**config.mk**
```make
export PLATFORM = sky130hd
export DESIGN_NAME = bp2rgb_index_gen
export DESIGN_NICKNAME = d
export VERILOG_FILES = /design/src/rtl/bp2rgb_pkg.sv /design/src/rtl/bp2rgb_index_gen.sv
export SDC_FILE = /design/constraint.sdc
export NUM_CORES = 1
export LEC_CHECK = 0
export ABC_AREA = 0
export BUFFER_PORTS_ARGS = -buffer_cell sky130_fd_sc_hd__buf_2
export CORE_MARGIN = 5
export CORE_UTILIZATION = 20
export DETAILED_ROUTE_END_ITERATION = 10
export PLACE_DENSITY = 0.89
export RECOVER_POWER = 25
export SYNTH_ARGS = -nofsm -noshare
export SYNTH_HDL_FRONTEND = slang
export SYNTH_SLANG_ARGS = --single-unit
```
**constraint.sdc**
```tcl
create_clock -name vclk -period 0.8
set_clock_uncertainty 0.1 [all_clocks]
set_input_delay 0.12 -clock vclk [all_inputs]
set_output_delay 0.12 -clock vclk [all_outputs]
set_load 0.01 [all_outputs]
```
**src/rtl/bp2rgb_pkg.sv**
```systemverilog
// Shared types, constants and the colour packing function for the bitplane
// to RGB555 palette converter. No dependencies.

package bp2rgb_pkg;

   localparam int PLANE_COUNT  = 6;   // planes that may contribute, 1..6
   localparam int INPUT_PLANES = 6;   // plane bytes carried by one item
   localparam int PIXELS       = 8;
   localparam int INDEX_W      = 6;
   localparam int BANK_AW      = 5;   // each palette half holds 32 entries
   localparam int BANK_DEPTH   = 32;
   localparam int ENTRIES      = 64;
   localparam int PIXEL_W      = 16;
   localparam int COLOR_W      = 24;
   localparam int CMD_W        = 2;

   localparam logic [CMD_W-1:0] CMD_RENDER     = 2'd0;
   localparam logic [CMD_W-1:0] CMD_WRITE_PAIR = 2'd1;
   localparam logic [CMD_W-1:0] CMD_WRITE_ONE  = 2'd2;

   typedef logic [INPUT_PLANES-1:0][7:0]  plane_bytes_type;
   typedef logic [PIXELS-1:0][INDEX_W-1:0] pixel_index_type;

   // Palette write towards every lane: the lower and upper halves may be
   // written at the same offset in one cycle (half-brite pair).
   typedef struct packed {
      logic               en_lo;
      logic               en_hi;
      logic [BANK_AW-1:0] addr;
      logic [PIXEL_W-1:0] data_lo;
      logic [PIXEL_W-1:0] data_hi;
   } pal_wr_type;

   // R in bits 0-4, bit 5 zero, G in bits 6-10, B in bits 11-15.
   function automatic logic [PIXEL_W-1:0] pack_rgb555(input logic [7:0] r8,
                                                      input logic [7:0] g8,
                                                      input logic [7:0] b8);
      return {b8[7:3], g8[7:3], 1'b0, r8[7:3]};
   endfunction

endpackage

```
**src/rtl/bp2rgb_index_gen.sv**
```systemverilog
// Turns six plane bytes into eight 6-bit palette indices.
// Depends on bp2rgb_pkg.

module bp2rgb_index_gen
   import bp2rgb_pkg::*;
(
   input  plane_bytes_type         planes,
   input  logic [INDEX_W-1:0]      plane_enable,
   output pixel_index_type         pixel_index
);

   // Pixel i takes bit 7-i of each plane; disabled planes and planes at or
   // above the plane count read as zero.
   always_comb begin
      for (int i = 0; i < PIXELS; i++) begin
         for (int k = 0; k < INDEX_W; k++) begin
            if (k < PLANE_COUNT && k < INPUT_PLANES) begin
               pixel_index[i][k] = plane_enable[k] & planes[k][7-i];
            end else begin
               pixel_index[i][k] = 1'b0;
            end
         end
      end
   end

endmodule

```
==> flow_summary.yaml, run 1 <==
layout:
  regArea_um2: 0
  n_fill_cell: 150
  flops_and_latches: 0
  area_growth_pct: 173
  diodes: 0
  fin_area_um2: 821
  nClkBuffers: 0
  mostFrequentLayoutCell: "buf_2"
  drive_gt1_share_pct: 62.7
  fin_nets: 206
  fin_util_pct: 55.8
  instances_no_fill: 166
  most-common-layout-cells: "91 x buf_2, 48 x and2_1, 8 x clkbuf_1"
timing:
  slew-limit-headroom_pct: 89.5
  hold_viol: 0
  hold_slack_ns: 0.426
  report.final.slew_viol_count: 0
  fin_crit_sh_pct: 94.7
  rsz0062_at_grt: "false"
  setup_tns_ns: 0
  fmaxAchievable_ghz: 1.32
  tightestPinTransition_ns: 0.158
  setup_viol: 0
  min_period_ns: 0.758
routing:
  drt-initial-drc-count: 4
  drc: 0
  routed_wl_um: 1890
  wl_per_cell_um: 11.4
  first_pass_iters: 4
  ant_nets: 0
  viasPerCell: 3.93
  vias: 653
floorplan:
  coreArea_mm2: 0.00147
  start_util_pct: 20.4
  ios: 102
  dieArea_mm2: 0.00238
  die_w_um: 48.8
  die_y_um: 48.8
  rows: 14
clocking:
  cts_resized: 0
  postCtsSetupBuffers: 0
  cts_hold_buffers: 0
run_status:
  outcome: "finished clean"
place:
  io_buffers: 102
  dpl.cell_count: 166
  gp_congestion: 0.730
  dpl_cell_area_um2: 831
setup_path:
  cp_top_family: "buffers and inverters"
  crit_required_ns: 0.58
  path_cells: "buf_2 -> and2_1 -> buf_2"
  path_buf_inv: 2
  max_stage_delay_ns: 0.14
  crit_top_cell: "buf_2"
  cp.depth: 3
  cpMaxStageDelayCell: "and2_1"
  worstSetupStartpointType: "input port"
  crit_type: "in -> out"
  crit_fanout: 8
  end_kind: "output port"
  cp.arrival_ns: 0.54
logic_synthesis:
  syn_area_um2: 300
  synth_cells: 48
  synth_cell_type_count: 1
  synth_nets: 102
  syn_avg_cell_area_um2: 6.26
  synth_warnings: 0
  yosysSeqAreaShare_pct: 0
power:
  p_leak_nw: 0.541
  power_density_mw_per_mm2: 501
  ir_drop_uv: 248
hold_path:
  hold_path.class: "in -> out"
  hold_start: "planes[30]"
  holdPathEnd: "pixel_index[9]"
  hold_depth: 3
global_routing:
  grt_overflow_total: 0
  grt_pass1_vias: 662
  grt_start_max_net_pins: 9
  antenna_found_initial: 0
  grt_pass1_wl_um: 3020
  grt_usage_pct: 14.7
job:
  max-cap-violations: 0
-- kinds of logic (layout without fill, tap and decap cells) --
kind of cell / after synthesis / in the layout / share of synthesized area, %
buffers and inverters: 0 / 102 / 0
and+or+nand+nor: 48 / 48 / 100
-- synth_stat cells, drive strengths merged --
library cell  instances  share of area [%]
and2                 48                100
-- worst min-delay path: cells and delay by family --
kind	cells	cell delay, ns
buffers and inverters	2	0.19
AND/OR/NAND/NOR	1	0.10
-- final cells by class --
class,count,area (um^2),share of cell area (%)
tap,16,20.0,2.44
multi-input combinational,48,300,36.6
timing repair buffer,102,500,61.0
-- per-layer routing --
layer | up-vias | share of wire (%) | global-route usage (%)
li1 | 351 | - | -
met1 | 269 | 31 | 15.6
met2 | 31 | 61 | 31.1
met3 | 2 | 7.5 | 1.53
met4 | 0 | 0.42 | 0.897
met5 | - | 0 | 0
-- how the worst max path moves through the flow --
| stage | start | to | slack, ns |
|---|---|---|---|
| final | plane_enable[1] | pixel_index[19] | 0.04 |
| after global routing | plane_enable[3] | pixel_index[39] | 0.005 |
| after CTS | plane_enable[1] | pixel_index[19] | 0.04 |
| after detailed placement | plane_enable[1] | pixel_index[19] | 0.04 |
| after global placement | plane_enable[1] | pixel_index[7] | 0.05 |
| after floorplan | plane_enable[0] | pixel_index[0] | 0.30 |
-- stage by stage --
step	worst slack, ns	power, mW
2_1_floorplan	0.295	0.161
3_3_place_gp	0.0519	0.412
3_5_place_dp	0.0396	0.422
4_1_cts	0.0396	0.423
5_1_grt	0.00487	0.457
6_report	0.0422	0.411
-- power breakdown --
group | total [mW] | internal, mW | switching (mW)
Sequential | 0 | 0 | 0
Combinational | 0.411 | 0.227 | 0.184
Clock | 0 | 0 | 0
Total | 0.411 | 0.227 | 0.184
Note: power is estimated with default switching activity, not from simulation.
==> run 2, diff against run 1 <==
SLEW_MARGIN = 20   (was default)
clock period = 0.9 ns   (was 0.8 ns; I/O delays follow)
==> run 2 against run 1 <==
Total power shrank 11%. Die area is the same. Global-route usage is the same. Final cell count is the same. First-iteration DRC count is the same. Combinational power shrank 11%. Cell area shrank 0.15%. Critical path depth is the same. Critical path type unchanged. Via count grew 0.15%. Flip-flop and latch count is the same. Non-clock buffer count is the same. Clock-buffer cell count is the same.
==> flow_summary.yaml, run 2 (synthesized netlist as in run 1, its figures left out) <==
routing:
  drc: 0
  vias: 654
  first_pass_iters: 4
  ant_nets: 0
  drt-initial-drc-count: 4
  wl_per_cell_um: 11.4
  routed_wl_um: 1890
  viasPerCell: 3.94
global_routing:
  grt_usage_pct: 14.7
  antenna_found_initial: 0
  grt_start_max_net_pins: 9
  grt_overflow_total: 0
  grt_pass1_vias: 662
  grt_pass1_wl_um: 3020
layout:
  mostFrequentLayoutCell: "buf_2"
  nClkBuffers: 0
  diodes: 0
  regArea_um2: 0
  flops_and_latches: 0
  most-common-layout-cells: "93 x buf_2, 48 x and2_1, 9 x clkbuf_1"
  drive_gt1_share_pct: 62.0
  area_growth_pct: 173
  fin_nets: 206
timing:
  report.final.slew_viol_count: 0
  rsz0062_at_grt: "false"
  fin_ws_ns: 0.112
  setup_tns_ns: 0
  slew-limit-headroom_pct: 89.5
  hold_viol: 0
  fin_crit_sh_pct: 87.5
  min_period_ns: 0.788
  fmaxAchievable_ghz: 1.27
  setup_viol: 0
  tightestPinTransition_ns: 0.158
setup_path:
  path_cells: "buf_2 -> and2_1 -> buf_2"
  max_stage_delay_ns: 0.14
  cp.arrival_ns: 0.55
  worstSetupStartpointType: "input port"
  path_buf_inv: 2
  crit_fanout: 8
  crit_top_cell: "buf_2"
  cpMaxStageDelayCell: "and2_1"
  cp_top_family: "buffers and inverters"
  crit_type: "in -> out"
  crit_required_ns: 0.66
  end_kind: "output port"
floorplan:
  coreArea_mm2: 0.00147
  ios: 102
  start_util_pct: 20.4
  rows: 14
  dieArea_mm2: 0.00238
  die_w_um: 48.8
  die_y_um: 48.8
run_status:
  outcome: "finished clean"
place:
  io_buffers: 102
  pre_cts_ws_ns: 0.110
  gp_congestion: 0.730
clocking:
  cts_hold_buffers: 0
  postCtsSetupBuffers: 0
  cts_resized: 0
hold_path:
  hold_path.class: "in -> out"
power:
  switching_power_mw: 0.164
  clkPwrFrac_pct: 0
  switching_share_pct: 44.8
  ir_drop_uv: 221
  p_int_mw: 0.202
  p_leak_nw: 0.537
  p_seq_share_pct: 0
  power_density_mw_per_mm2: 446
  combPwrFrac_pct: 100.0
job:
  max-cap-violations: 0
[run 2: layer usage]
layer / up-vias / global-route usage (%) / wire [um]
li1: 351 / - / -
met1: 270 / 15.6 / 594
met2: 31 / 31.1 / 1140
met3: 2 / 1.53 / 146
met4: 0 / 0.897 / 8
met5: - / 0 / 0
[run 2: area by class of cell]
class                           count  area (um^2)
Multi-Input combinational cell     48          300
Tap cell                           16         20.0
Fill cell                         151          652
Timing Repair Buffer              102          499
[run 2: worst min-delay path, cell delays in order]
cell,delay [ns]
buf_2,0.07
and2_1,0.10
buf_2,0.12
[run 2: path summary, 6_finish.rpt]
| path | from | to | cells after the start |
|---|---|---|---|
| worst min-delay path | planes[30] | pixel_index[9] | 3 |
| worst max-delay path | plane_enable[1] | pixel_index[19] | 3 |
[run 2: power groups by stage]
| stage | logic [mW] | registers [mW] | clock network [mW] |
|---|---|---|---|
| CTS | 0.376 | 0 | 0 |
| global placement | 0.366 | 0 | 0 |
| detailed placement | 0.375 | 0 | 0 |
| finish | 0.365 | 0 | 0 |
| global route | 0.406 | 0 | 0 |
| floorplan | 0.143 | 0 | 0 |
[run 2: stage by stage]
step                      hold WS (ns)  std cells  area (um^2)  total power [mW]  utilization, %
after floorplan                  0.314         48          300             0.143               -
after global placement           0.459        166          831             0.366            56.5
after detailed placement         0.460        166          831             0.375            56.5
after CTS                        0.460        166          831             0.376            56.5
after global routing             0.471        166          820             0.406            55.7
final                            0.456        166          820             0.365            55.7
==> run 3, diff against run 2 <==
==> constraint.sdc (replaced) <==
create_clock -name vclk -period 0.9
set_clock_uncertainty 0.1 [all_clocks]
set_input_delay 0.27 -clock vclk [all_inputs]
set_output_delay 0.27 -clock vclk [all_outputs]
set_load 0.01 [all_outputs]
==> run 3 against run 2 <==
The flow now stops in global routing. Synthesized cell count stayed put. Synthesized area stayed put.
==> flow_summary.yaml, run 3 <==
run_status:
  outcome: "did not finish"
  stop_stage: "global routing"
  error: "[ERROR DPL-0038] Utilization greater than 100%, impossible to legalize"
place:
  pre_cts_ws_ns: -0.160
  dpl_cell_area_um2: 831
  gp_congestion: 0.730
  io_buffers: 102
logic_synthesis:
  synth_top_cell_by_area: "and2_1"
  synth_nets: 102
  yosys-top-cells-count: "48 x and2_1"
  yosysSeqAreaShare_pct: 0
  synthTopCellsByArea: "and2_1 100%"
  synth_cell_type_count: 1
  synth_warnings: 0
  post-synth-top-count-cell: "and2_1"
  netlist.area_leader.share_pct: 100
  synth_cells: 48
  syn_area_um2: 300
  syn_avg_cell_area_um2: 6.26
floorplan:
  ios: 102
  die_w_um: 48.8
  start_util_pct: 20.4
  die_y_um: 48.8
  rows: 14
global_routing:
  grt_start_max_net_pins: 9
timing:
  crit_endpoint: "pixel_index[32]"
  worst-ep-kind: "top-level output"
clocking:
  postCtsSetupBuffers: 0
  cts_hold_buffers: 0
-- run 3: cell counts after synthesis --
Identical to the previous run, type by type.
-- run 3: kinds of logic after synthesis --
logic type | count (synthesis) | synth area share [%]
AND/OR/NAND/NOR | 48 | 100
-- run 3: repair_timing --
action / in CTS
setup endpoints to repair: 48
pin swaps: 19
gates resized for setup: 93
-- run 3: stage by stage --
| stage | hold slack, ns | std cells | util (%) |
|---|---|---|---|
| 3_5_place_dp | 0.730 | 166 | 56.5 |
| 2_1_floorplan | 0.584 | 48 | - |
| 3_3_place_gp | 0.729 | 166 | 56.5 |
| 4_1_cts | 0.719 | 166 | 86.8 |
==> run 4, diff against run 3 <==
CORE_AREA = 5 5 66 68   (was default)
CORE_MARGIN = default   (was 5)
CORE_UTILIZATION = default   (was 20)
DIE_AREA = 0 0 71 73   (was default)
PLACE_DENSITY = default   (was 0.89)
PLACE_DENSITY_LB_ADDON = 0.15   (was default)
==> run 4 against run 3 <==
The flow now finishes, with violations (setup timing).
==> flow_summary.yaml, run 4 (synthesized netlist as in run 1, its figures left out) <==
run_status:
  outcome: "finished with violations"
  violations: "setup timing"
timing:
  slew-limit-headroom_pct: 95.8
  min_period_ns: 1.00
  hold_viol: 0
  rsz0062_at_grt: "true"
  tightestPinTransition_ns: 0.0635
  fin_ws_ns: -0.105
  fmaxAchievable_ghz: 0.995
  fin_crit_sh_pct: 112
  setup_viol: 48
  report.final.slew_viol_count: 0
power:
  switching_share_pct: 28.0
  ir_drop_uv: 182
  p_seq_share_pct: 0
  p_int_mw: 0.557
  power_density_mw_per_mm2: 478
  total_power_mw: 0.773
  clkPwrFrac_pct: 0
  combPwrFrac_pct: 100.0
  switching_power_mw: 0.216
  p_leak_nw: 0.834
global_routing:
  grt_overflow_total: 0
  antenna_found_initial: 0
  grt_pass1_vias: 726
  grt_usage_pct: 7.95
  grt_pass1_wl_um: 3380
  grt_start_max_net_pins: 9
setup_path:
  cp.arrival_ns: 0.63
  end_kind: "output port"
  worstSetupStartpointType: "input port"
  crit_type: "in -> out"
  crit_required_ns: 0.53
  max_stage_delay_ns: 0.15
  crit_fanout: 1
  path_cells: "buf_2 -> and2_4 -> buf_6"
  cpMaxStageDelayCell: "and2_4"
hold_path:
  hold_depth: 3
  hold_path.class: "in -> out"
routing:
  drt-initial-drc-count: 3
  viasPerCell: 3.58
  first_pass_iters: 2
  drc: 0
  wl_per_cell_um: 13.8
  ant_nets: 0
  vias: 716
  routed_wl_um: 2770
clocking:
  postCtsSetupBuffers: 0
  cts_hold_buffers: 0
floorplan:
  rows: 23
  coreArea_mm2: 0.00380
  dieArea_mm2: 0.00518
  ios: 102
  start_util_pct: 7.91
  die_y_um: 73
  die_w_um: 71
layout:
  diodes: 0
  drive_gt1_share_pct: 99.3
  nClkBuffers: 0
  fin_nets: 206
  flops_and_latches: 0
  area_growth_pct: 439
  regArea_um2: 0
  mostFrequentLayoutCell: "buf_6"
  most-common-layout-cells: "89 x buf_6, 47 x and2_4, 7 x buf_2"
place:
  io_buffers: 102
  pre_cts_ws_ns: -0.168
  gp_congestion: 0.757
job:
  max-cap-violations: 0
[run 4: timing repair]
action / CTS / global route
setup endpoints to repair: 48 / 48
cloned: 0 / 0
resized for setup: 102 / 54
pin swaps: 15 / 9
[run 4: worst paths after layout]
check	startpoint	endpoint	slack, ns
max	planes[25]	pixel_index[39]	-0.10
min	planes[43]	pixel_index[29]	0.72
[run 4: critical path, delay by kind of cell]
kind | cells | cell delay, ns
and+or+nand+nor | 1 | 0.15
buffers and inverters | 2 | 0.21
[run 4: final cells by class]
class | instances | area, um^2
Timing Repair Buffer | 102 | 1140
Fill cell | 387 | 2180
Multi-Input combinational cell | 48 | 418
Tap cell | 50 | 62.6
[run 4: power groups by stage]
stage	Clock (mW)	Combinational (mW)	Sequential, mW
floorplan	0	0.143	0
global placement	0	0.376	0
detailed placement	0	0.377	0
CTS	0	0.627	0
global route	0	0.816	0
finish	0	0.773	0
[run 4: metal layers]
layer,routed length [um],global-route usage (%),up-vias
met3,97,0.413,4
met1,615,5.96,340
met5,0,0,-
li1,-,-,348
met2,2010,20.1,24
met4,42,1.46,0
[run 4: stage by stage]
| step | util (%) | instance area (um^2) | setup TNS (ns) | hold WS (ns) | std cells |
|---|---|---|---|---|---|
| 6_report | 42.6 | 1620 | -4.35 | 0.716 | 200 |
| 5_1_grt | 42.6 | 1620 | -4.81 | 0.722 | 200 |
| 4_1_cts | 35.6 | 1350 | -4.68 | 0.719 | 200 |
| 3_5_place_dp | 23.0 | 873 | -6.76 | 0.730 | 200 |
| 3_3_place_gp | 23.0 | 873 | -6.52 | 0.728 | 200 |
| 2_1_floorplan | - | 300 | 0 | 0.584 | 48 |
