**config.mk**
```make
export PLATFORM = sky130hd
export DESIGN_NAME = bp2rgb_lane
export DESIGN_NICKNAME = d
export VERILOG_FILES = /design/src/rtl/bp2rgb_pkg.sv /design/src/rtl/bp2rgb_lane.sv
export SDC_FILE = /design/constraint.sdc
export NUM_CORES = 1
export LEC_CHECK = 0
export ABC_AREA = 1
export BUFFER_PORTS_ARGS = -buffer_cell sky130_fd_sc_hd__buf_2
export CELL_PAD_IN_SITES_DETAIL_PLACEMENT = 1
export CELL_PAD_IN_SITES_GLOBAL_PLACEMENT = 1
export CORE_AREA = 8 8 298 300
export CTS_BUF_LIST = sky130_fd_sc_hd__clkbuf_8 sky130_fd_sc_hd__clkbuf_16
export DETAILED_ROUTE_END_ITERATION = 12
export DIE_AREA = 0 0 306 308
export PLACE_DENSITY = 0.89
export SLEW_MARGIN = 20
export SYNTH_ARGS = -nofsm -noshare
export SYNTH_HDL_FRONTEND = slang
export SYNTH_SLANG_ARGS = --single-unit
export TNS_END_PERCENT = 10
```
**constraint.sdc**
```tcl
create_clock -name clock -period 3.9 [get_ports clock]
set_clock_uncertainty 0.1 [all_clocks]
set_input_delay 1.17 -clock clock [delete_from_list [all_inputs] [get_ports clock]]
set_output_delay 1.17 -clock clock [all_outputs]
set_load 0.03 [all_outputs]
```
**src/rtl/bp2rgb_pkg.sv**
```systemverilog
// Shared types, constants and the colour packing function for the bitplane
// to RGB555 palette converter. No dependencies.

package bp2rgb_pkg;

   localparam int PLANE_COUNT  = 6;   // planes that may contribute, 1..6
   localparam int INPUT_PLANES = 6;   // plane bytes carried by one item
   localparam int PIXELS       = 8;
   localparam int INDEX_W      = 6;
   localparam int BANK_AW      = 5;   // each palette half holds 32 entries
   localparam int BANK_DEPTH   = 32;
   localparam int ENTRIES      = 64;
   localparam int PIXEL_W      = 16;
   localparam int COLOR_W      = 24;
   localparam int CMD_W        = 2;

   localparam logic [CMD_W-1:0] CMD_RENDER     = 2'd0;
   localparam logic [CMD_W-1:0] CMD_WRITE_PAIR = 2'd1;
   localparam logic [CMD_W-1:0] CMD_WRITE_ONE  = 2'd2;

   typedef logic [INPUT_PLANES-1:0][7:0]  plane_bytes_type;
   typedef logic [PIXELS-1:0][INDEX_W-1:0] pixel_index_type;

   // Palette write towards every lane: the lower and upper halves may be
   // written at the same offset in one cycle (half-brite pair).
   typedef struct packed {
      logic               en_lo;
      logic               en_hi;
      logic [BANK_AW-1:0] addr;
      logic [PIXEL_W-1:0] data_lo;
      logic [PIXEL_W-1:0] data_hi;
   } pal_wr_type;

   // R in bits 0-4, bit 5 zero, G in bits 6-10, B in bits 11-15.
   function automatic logic [PIXEL_W-1:0] pack_rgb555(input logic [7:0] r8,
                                                      input logic [7:0] g8,
                                                      input logic [7:0] b8);
      return {b8[7:3], g8[7:3], 1'b0, r8[7:3]};
   endfunction

endpackage

```
**src/rtl/bp2rgb_lane.sv**
```systemverilog
// One pixel lane's copy of the palette, held as two 32-entry halves so that
// a half-brite pair is written in one cycle. Registered read.
// Depends on bp2rgb_pkg.

module bp2rgb_lane
   import bp2rgb_pkg::*;
(
   input  logic                clock,
   input  pal_wr_type          wr,
   input  logic                rd_en,
   input  logic [INDEX_W-1:0]  rd_index,
   output logic [PIXEL_W-1:0]  rd_data
);

   logic [PIXEL_W-1:0] lo_mem [BANK_DEPTH];
   logic [PIXEL_W-1:0] hi_mem [BANK_DEPTH];
   logic [PIXEL_W-1:0] lo_q_ff;
   logic [PIXEL_W-1:0] hi_q_ff;
   logic               hi_sel_ff;

   always_ff @(posedge clock) begin
      if (wr.en_lo) begin
         lo_mem[wr.addr] <= wr.data_lo;
      end
      if (wr.en_hi) begin
         hi_mem[wr.addr] <= wr.data_hi;
      end
   end

   always_ff @(posedge clock) begin
      if (rd_en) begin
         lo_q_ff   <= lo_mem[rd_index[BANK_AW-1:0]];
         hi_q_ff   <= hi_mem[rd_index[BANK_AW-1:0]];
         hi_sel_ff <= rd_index[INDEX_W-1];
      end
   end

   assign rd_data = hi_sel_ff ? hi_q_ff : lo_q_ff;

endmodule

```
==> results_tabular.tex, run 1 <==
\begin{tabular}{lr}
\hline
Metric & Value \\
\hline
\multicolumn{2}{l}{\textbf{Setup path}} \\
Critical Path Source Type & flip-flop \\
Largest fanout of any net on the critical path & 16 \\
Slack of the worst reg-to-reg path & 2.15 ns \\
Startpoint of the most critical setup path & hi\_sel\_ff\$\_DFFE\_PP\_ \\
Setup Crit Path Kind & flip-flop to primary output \\
Endpoint class of the critical path & primary output \\
Required time worst endpoint & $\sim$2.6 ns \\
Arrival @ worst endpoint & a little over 2 ns \\
Worst flop-to-flop path startpoint & hi\_mem[21][2]\$\_DFFE\_PP\_ \\
Destination of the worst register-to-register timing path & hi\_q\_ff[2]\$\_DFFE\_PP\_ \\
Depth of the worst register-to-register path & 8 \\
\multicolumn{2}{l}{\textbf{Synth}} \\
Most numerous cell types in the synthesized netlist & 1,448 x nand2\_1, 1,057 x edfxtp\_1, 770 x nand3\_1 \\
Synth Area in XOR/XNOR & 0 \\
Count of synthesis-stage warnings from yosys & 0 \\
Top-count cell post-synth & nand2\_1 \\
Number of enable flip-flop cells after synthesis & 1,057 \\
Multiplexer area fraction after synthesis & 0.00417 \\
Combinational family with the most area after synthesis & simple AND/OR/NAND/NOR gates \\
Post-synthesis instance area & 43,200 um2 \\
Register area share after synthesis & 0.734 \\
FFs w/ async S/R, synth & 0 \\
Area fraction in compound gates after synthesis & 0 \\
Cell types occupying the most area after synthesis & edfxtp\_1 73\%, nand2\_1 13\%, nand3\_1 8.9\% \\
Share of synthesized cell area in and, or, nand and nor gates & 0.224 \\
Count of mapped cells out of synthesis & between 3,000 and 4,000 \\
Share of synthesized cell area in full adder, half adder and majority cells & 0 \\
Average instance area after synthesis & 11.9 um2 \\
Flop and latch count out of synthesis & 1,057 \\
Most area-hungry cell type in the Yosys netlist & edfxtp\_1 \\
Primary FF master, synth & edfxtp\_1 \\
Count of distinct cell types in the synthesized netlist & 18 \\
Mapped Nets & between 3,000 and 4,000 \\
Fraction of post-synthesis cell area in the top cell type by area & 0.734 \\
\multicolumn{2}{l}{\textbf{Clocking}} \\
Cts repair resizes & 0 \\
Insertion delay to the later sink of the worst-skew pair & 0.70 ns \\
Count of H-tree levels built during CTS & 3 \\
Clock tree from TritonCTS & yes \\
Hold\_buf cts & 0 \\
CTS max path bufs & 3 \\
TritonCTS Sinks & 1,057 \\
Clk Tree Root Cell & clkbuf\_16 \\
Total setup buffers inserted after CTS & 0 \\
Number of buffers created by CTS & 104 \\
Clock slew at reported path FFs & 0.06 ns \\
\multicolumn{2}{l}{\textbf{Timing}} \\
Worst Slack Setup Final & 0.597 ns \\
Total count of max-transition violations in the final report & 0 \\
Final min period & 3.30 ns \\
RSZ-0062 raised after global routing & no \\
Worst hold slack & between 0.6 and 0.7 ns \\
Fmax & 303 MHz \\
Setup TNS after final layout & 0 ns \\
Hold Fails Final Rpt & 0 \\
Max-Slew Margin vs Limit & 0.263 \\
Setup-failing EPs final & 0 \\
Final worst-path cycle share & 0.847 \\
Slew at the pin closest to its max-slew limit & 1.10 ns \\
\multicolumn{2}{l}{\textbf{Placement}} \\
Port buffer count & 62 \\
Post-Place Worst Slack & 0.457 ns \\
Weighted congestion at the end of routability-driven global placement & 0.833 \\
Placed wire-length estimate after detailed placement & 78.9 mm \\
Total placed instance area & 44,700 um2 \\
\multicolumn{2}{l}{\textbf{Routing}} \\
Average routed wire per standard cell & 30.9 um \\
Number of violations reported at the end of detailed-routing iteration 0 & 5,126 \\
Residual antenna-violating net count after detailed routing & 0 \\
Number of vias per cell after detailed routing & 6.54 \\
Final wirelength & between 150 and 200 mm \\
Number of vias in the routed layout & 31,771 \\
DRC violation count after routing & 0 \\
Drt first pass iters & 5 \\
\multicolumn{2}{l}{\textbf{Global route}} \\
Overall Global Routing Usage & 0.311 \\
Met1 routing resource usage after global routing & 0.375 \\
Grt met2 use & 0.508 \\
Overflow left after global routing & 0 \\
Initial antenna violation count & 7 \\
Top Usage Layer GRT & met2 \\
GR Util met3 & 0.0759 \\
Largest net degree at the start of global routing & 137 \\
Global-route wire length before repair & around 220 mm \\
Vias in the first global route & 33,765 \\
\multicolumn{2}{l}{\textbf{Floorplan}} \\
Die boundary width & 306 um \\
Initial core utilization & 0.513 \\
CORE AREA & 84,200 um2 \\
Die Height & 308 um \\
Floorplan die area & 94,200 um2 \\
Count of boundary I/O pins & 63 \\
Row count & 107 \\
\multicolumn{2}{l}{\textbf{Final layout}} \\
Fillers & between 8,000 and 9,000 \\
Post-layout nets & 3,726 \\
Finished Cell Area & just under 50,000 um2 \\
Layout cell share with drive strength beyond 1 & 0.111 \\
Growth of design area from synthesis to finish & 11.6\% \\
\multicolumn{2}{l}{\textbf{Outcome}} \\
Status & complete, no violations \\
\multicolumn{2}{l}{\textbf{Pwr}} \\
Max IR drop VDD & around 0.00030 V \\
Pwr Density & between 500 and 600 nW/um2 \\
Leakage Power & $\sim$18 nW \\
\multicolumn{2}{l}{\textbf{Worst hold path}} \\
Instance count along the most critical hold path & 1 \\
Startpoint of the most critical hold path & rd\_index[5] \\
Capture endpoint of the worst hold path & hi\_sel\_ff\$\_DFFE\_PP\_ \\
Type of the worst min-delay path & primary input to flip-flop \\
\multicolumn{2}{l}{\textbf{Run}} \\
Max-cap violation count & 0 \\
\hline
\end{tabular}
## where the power goes
group / internal, mW / switching (mW)
Combinational: 0.396 / 1.39
Clock: 6.07 / 4.56
Sequential: 12.7 / 0.0814
Total: 19.1 / 6.03
## cell type report
type                            count  area [um2]  share of cell area
Antenna cell                        1        2.50           0.0000519
Clock buffer                      108        2700              0.0560
Clock inverter                     84         817              0.0169
Inverter                           19        97.6             0.00202
Multi-Input combinational cell   2317       10100               0.208
Sequential cell                  1057       31700               0.658
Tap cell                         1090        1360              0.0283
Timing Repair Buffer              180        1460              0.0303
## flip-flops by register name, summed over array words and instances, names as in the netlist
| signal | flops |
|---|---|
| lo_q_ff | 16 |
| lo_mem | 512 |
| hi_mem | 512 |
| hi_sel_ff | 1 |
| hi_q_ff | 16 |
## metrics by stage
step / std cells / utilization / power, mW
global placement: 4663 / 0.531 / 14.5
floorplan: 3619 / - / 13.9
finish: 4856 / 0.573 / 25.2
detailed placement: 4663 / 0.531 / 14.6
CTS: 4855 / 0.573 / 25.1
global route: 4855 / 0.573 / 25.5
## layout by cell type, fill, tap and decap left out, types with 6 or more instances in the layout
cell        Yosys  routed
buf_2          73      59
nor2_2          0      22
clkinv_1        2      23
clkinv_2        0      22
buf_4          41      99
nand2_2        10      10
mux2_2         16      16
clkbuf_16       0     108
inv_1          14      27
bufinv_16       0      16
nor3_1         36       6
clkinvlp_4      0       7
nor3_2          0      30
nor2_1         37      15
buf_12          1      19
nand3_1       770     770
nand2_1      1448    1448
edfxtp_1     1057    1057
## worst max-delay path: stages, from the launching register on
cell and delay [ns]:
edfxtp_1 0.35, buf_4 0.31, mux2_2 0.46, buf_2 0.21
## worst max-delay path by stage
stage	to
after CTS	rd_data[1]
after floorplan	hi_mem[10][0]$_DFFE_PP_
after global placement	lo_mem[16][10]$_DFFE_PP_
final	rd_data[1]
after detailed placement	lo_mem[16][10]$_DFFE_PP_
after global routing	rd_data[1]
## cells by family (layout without fill, tap and decap cells)
group | count (synthesis) | in the layout
other | 0 | 1
AND/OR/NAND/NOR | 2301 | 2301
buffers and inverters | 245 | 391
multiplexers | 16 | 16
flip-flops | 1057 | 1057
## per-layer routing
metal  up-vias  routed length (um)
met3       710               17900
li1      12743                   -
met4         6               10200
met2      2639               70800
met1     15673               51100
met5         -                  39
No activity file was read; power rests on OpenSTA's default activity.
==> run 2: changes to the inputs <==
CORE_AREA = 8 8 313 315   (was 8 8 298 300)
DIE_AREA = 0 0 321 323   (was 0 0 306 308)
PLACE_DENSITY = 0.86   (was 0.89)
clock period = 2.8 ns   (was 3.9 ns; I/O delays follow)
==> run 2 against run 1 <==
The flow now finishes with violations (negative setup slack). Via count fell by 0.68%. Setup slack got worse by 0.65 ns. Critical endpoint is now rd_data[10]. Count of clock-buffer cells in the layout down 3. Sequential share of layout area shrank 1.6 points. Non-clock buffer count up 60. Routed wire length down 0.19%. Utilization shrank 4.0 points. Sequential cell count is the same. Clock power up 25%. Cell count up 4.6%. Largest cell class unchanged. Total power grew 34%. Cell area is 2.5% higher.
==> results_tabular.tex, run 2 (synthesized netlist as in run 1, its figures left out) <==
\begin{tabular}{lr}
\hline
Metric & Value \\
\hline
\multicolumn{2}{l}{\textbf{Setup path}} \\
List of cells traversed by the critical path & buf\_12 > mux2\_2 > buf\_4 \\
Highest-delay cell along the critical path & edfxtp\_1 \\
Setup Crit Path Kind & flip-flop to primary output \\
Arrival @ worst endpoint & 1.92 ns (-0.11 ns) \\
Kind of cell adding the most delay to the critical path & flip-flops \\
Largest stage delay, worst path & 0.42 ns (-0.04 ns) \\
Largest fanout of any net on the critical path & 16 (unchanged) \\
Endpoint class of the critical path & primary output \\
Critical Path Source Type & flip-flop \\
Buffers plus inverters on the worst setup path & 2 (unchanged) \\
Required time worst endpoint & 1.86 ns (-0.77 ns) \\
\multicolumn{2}{l}{\textbf{Clocking}} \\
Hold\_buf cts & 0 (unchanged) \\
Clock slew at reported path FFs & 0.06 ns (about the same) \\
Insertion delay to the later sink of the worst-skew pair & 0.70 ns (about the same) \\
Total setup buffers inserted after CTS & 0 (unchanged) \\
Count of H-tree levels built during CTS & 3 (unchanged) \\
TritonCTS Sinks & 1,057 (unchanged) \\
Clock tree from TritonCTS & yes \\
Number of buffers created by CTS & 101 (-2.9\%) \\
CTS max path bufs & 3 (unchanged) \\
Clk Tree Root Cell & clkbuf\_16 \\
\multicolumn{2}{l}{\textbf{Global route}} \\
Global-route wire length before repair & 220 mm (+0.47\%) \\
Vias in the first global route & 34,022 (+0.76\%) \\
Initial antenna violation count & 5 (-2) \\
Overflow left after global routing & 0 (unchanged) \\
Largest net degree at the start of global routing & 110 (-20\%) \\
Overall Global Routing Usage & 0.284 (-0.0273) \\
\multicolumn{2}{l}{\textbf{Timing}} \\
Max-Slew Margin vs Limit & 0.445 (+0.182) \\
Worst hold slack & 0.281 ns (-0.361 ns) \\
Fmax & 350 MHz \\
RSZ-0062 raised after global routing & yes \\
Final min period & roughly 2.9 ns \\
Setup TNS after final layout & -0.541 ns (-0.541 ns) \\
Slew at the pin closest to its max-slew limit & 0.833 ns (-0.272 ns) \\
Setup-failing EPs final & 13 (+13) \\
Final worst-path cycle share & 1.02 \\
Total count of max-transition violations in the final report & 0 (unchanged) \\
Worst Slack Setup Final & -0.0564 ns (-0.653 ns) \\
Hold Fails Final Rpt & 0 (unchanged) \\
\multicolumn{2}{l}{\textbf{Routing}} \\
Number of vias per cell after detailed routing & 6.22 (-5.0\%) \\
Average routed wire per standard cell & 29.5 um (-4.5\%) \\
Number of vias in the routed layout & 31,555 (-0.68\%) \\
Final wirelength & 150 mm (-0.19\%) \\
Drt first pass iters & 6 (+1) \\
Number of violations reported at the end of detailed-routing iteration 0 & 4,012 (-22\%) \\
DRC violation count after routing & 0 (unchanged) \\
Residual antenna-violating net count after detailed routing & 0 (unchanged) \\
\multicolumn{2}{l}{\textbf{Outcome}} \\
Status & finished, violations left \\
Violated checks & negative setup slack \\
\multicolumn{2}{l}{\textbf{Placement}} \\
Post-Place Worst Slack & -0.288 ns (-0.746 ns) \\
Cell count after placement & 4,887 (+4.8\%) \\
Port buffer count & 62 (unchanged) \\
Weighted congestion at the end of routability-driven global placement & 0.810 (-2.8\%) \\
Placed wire-length estimate after detailed placement & 85.3 mm (+8.1\%) \\
Total placed instance area & 46,200 um2 (+3.3\%) \\
\multicolumn{2}{l}{\textbf{Final layout}} \\
Sequential Area & 31,700 um2 (unchanged) \\
Finished Cell Area & 49,400 um2 (+2.5\%) \\
Layout cell share with drive strength beyond 1 & 0.120 (+0.00864) \\
Multi-input gate area in the final layout & 10,100 um2 (+0.26\%) \\
Post-layout nets & 3,783 (+1.5\%) \\
Largest registers in the final layout & hi\_mem x512, lo\_mem x512 \\
Commonest cells after routing, fill and taps aside & 1,448 x nand2\_1, 1,057 x edfxtp\_1, 770 x nand3\_1 \\
Fillers & 9,475 (+14\%) \\
Growth of design area from synthesis to finish & 14.4\% \\
Util after Layout & 0.533 (-0.0398) \\
Count of non-filler cells in the finished layout & 5,077 (+4.6\%) \\
Most common cell after layout, fill and taps aside & nand2\_1 \\
\multicolumn{2}{l}{\textbf{Floorplan}} \\
Die Height & 323 um (+4.9\%) \\
Initial core utilization & 0.466 (-0.0474) \\
Floorplan die area & 104,000 um2 (+10\%) \\
Count of boundary I/O pins & 63 (unchanged) \\
Die boundary width & 321 um (+4.9\%) \\
Row count & 112 (+4.7\%) \\
CORE AREA & 92,800 um2 (+10\%) \\
\multicolumn{2}{l}{\textbf{Pwr}} \\
Total power & 33.8 mW (+34\%) \\
Leakage Power & 18.2 nW (+2.4\%) \\
Pwr Density & 683 nW/um2 (+31\%) \\
Max IR drop VDD & 0.000488 V (+61\%) \\
\multicolumn{2}{l}{\textbf{Worst hold path}} \\
Type of the worst min-delay path & primary input to flip-flop \\
\multicolumn{2}{l}{\textbf{Run}} \\
Max-cap violation count & 0 (unchanged) \\
\hline
\end{tabular}
-- run 2: changes by cell type in the layout (fill, tap and decap cells not counted), sizes merged --
cell      previous run  this run
diode                1         4
clkinv              47        43
clkinvlp             7         5
bufinv              16         5
buf                180       240
clkbuf             108       105
inv                 33        47
-- run 2: power breakdown --
group	switching, mW	internal, mW
sequential	0.111	17.7
clock	6.11	7.22
combinational	1.98	0.698
-- run 2: worst paths after layout --
kind | end | slack (ns) | from | cells after the start
worst max-delay path | rd_data[10] | -0.06 | hi_sel_ff$_DFFE_PP_ | 3
worst min-delay path | hi_sel_ff$_DFFE_PP_ | 0.28 | rd_index[5] | 1
worst min register to register | hi_q_ff[0]$_DFFE_PP_ | 0.78 | hi_mem[6][0]$_DFFE_PP_ | 8
worst max register to register | hi_q_ff[0]$_DFFE_PP_ | 1.11 | hi_mem[21][0]$_DFFE_PP_ | 8
-- run 2: final cells by class --
| cell class | count | share of cell area |
|---|---|---|
| Multi-Input combinational cell | 2317 | 0.204 |
| Clock buffer | 105 | 0.0531 |
| Sequential cell | 1057 | 0.642 |
| Timing Repair Buffer | 240 | 0.0568 |
| Inverter | 19 | 0.00202 |
| Clock inverter | 81 | 0.0103 |
| Antenna cell | 4 | 0.000202 |
| Tap cell | 1254 | 0.0317 |
-- run 2: per-layer routing --
layer,share of wire,GRT usage,up-vias
met2,0.48,0.471,2327
met3,0.11,0.0697,625
li1,-,-,12886
met4,0.063,0.166,4
met5,0.00020,0,-
met1,0.35,0.337,15713
-- run 2: what timing repair did --
| item | CTS | global route |
|---|---|---|
| endpoints found under the setup margin | 16 | 16 |
| endpoints found under the hold margin | 0 | 0 |
| cloned | 0 | 0 |
| pin swaps | 0 | 0 |
| gates resized for setup | 31 | 0 |
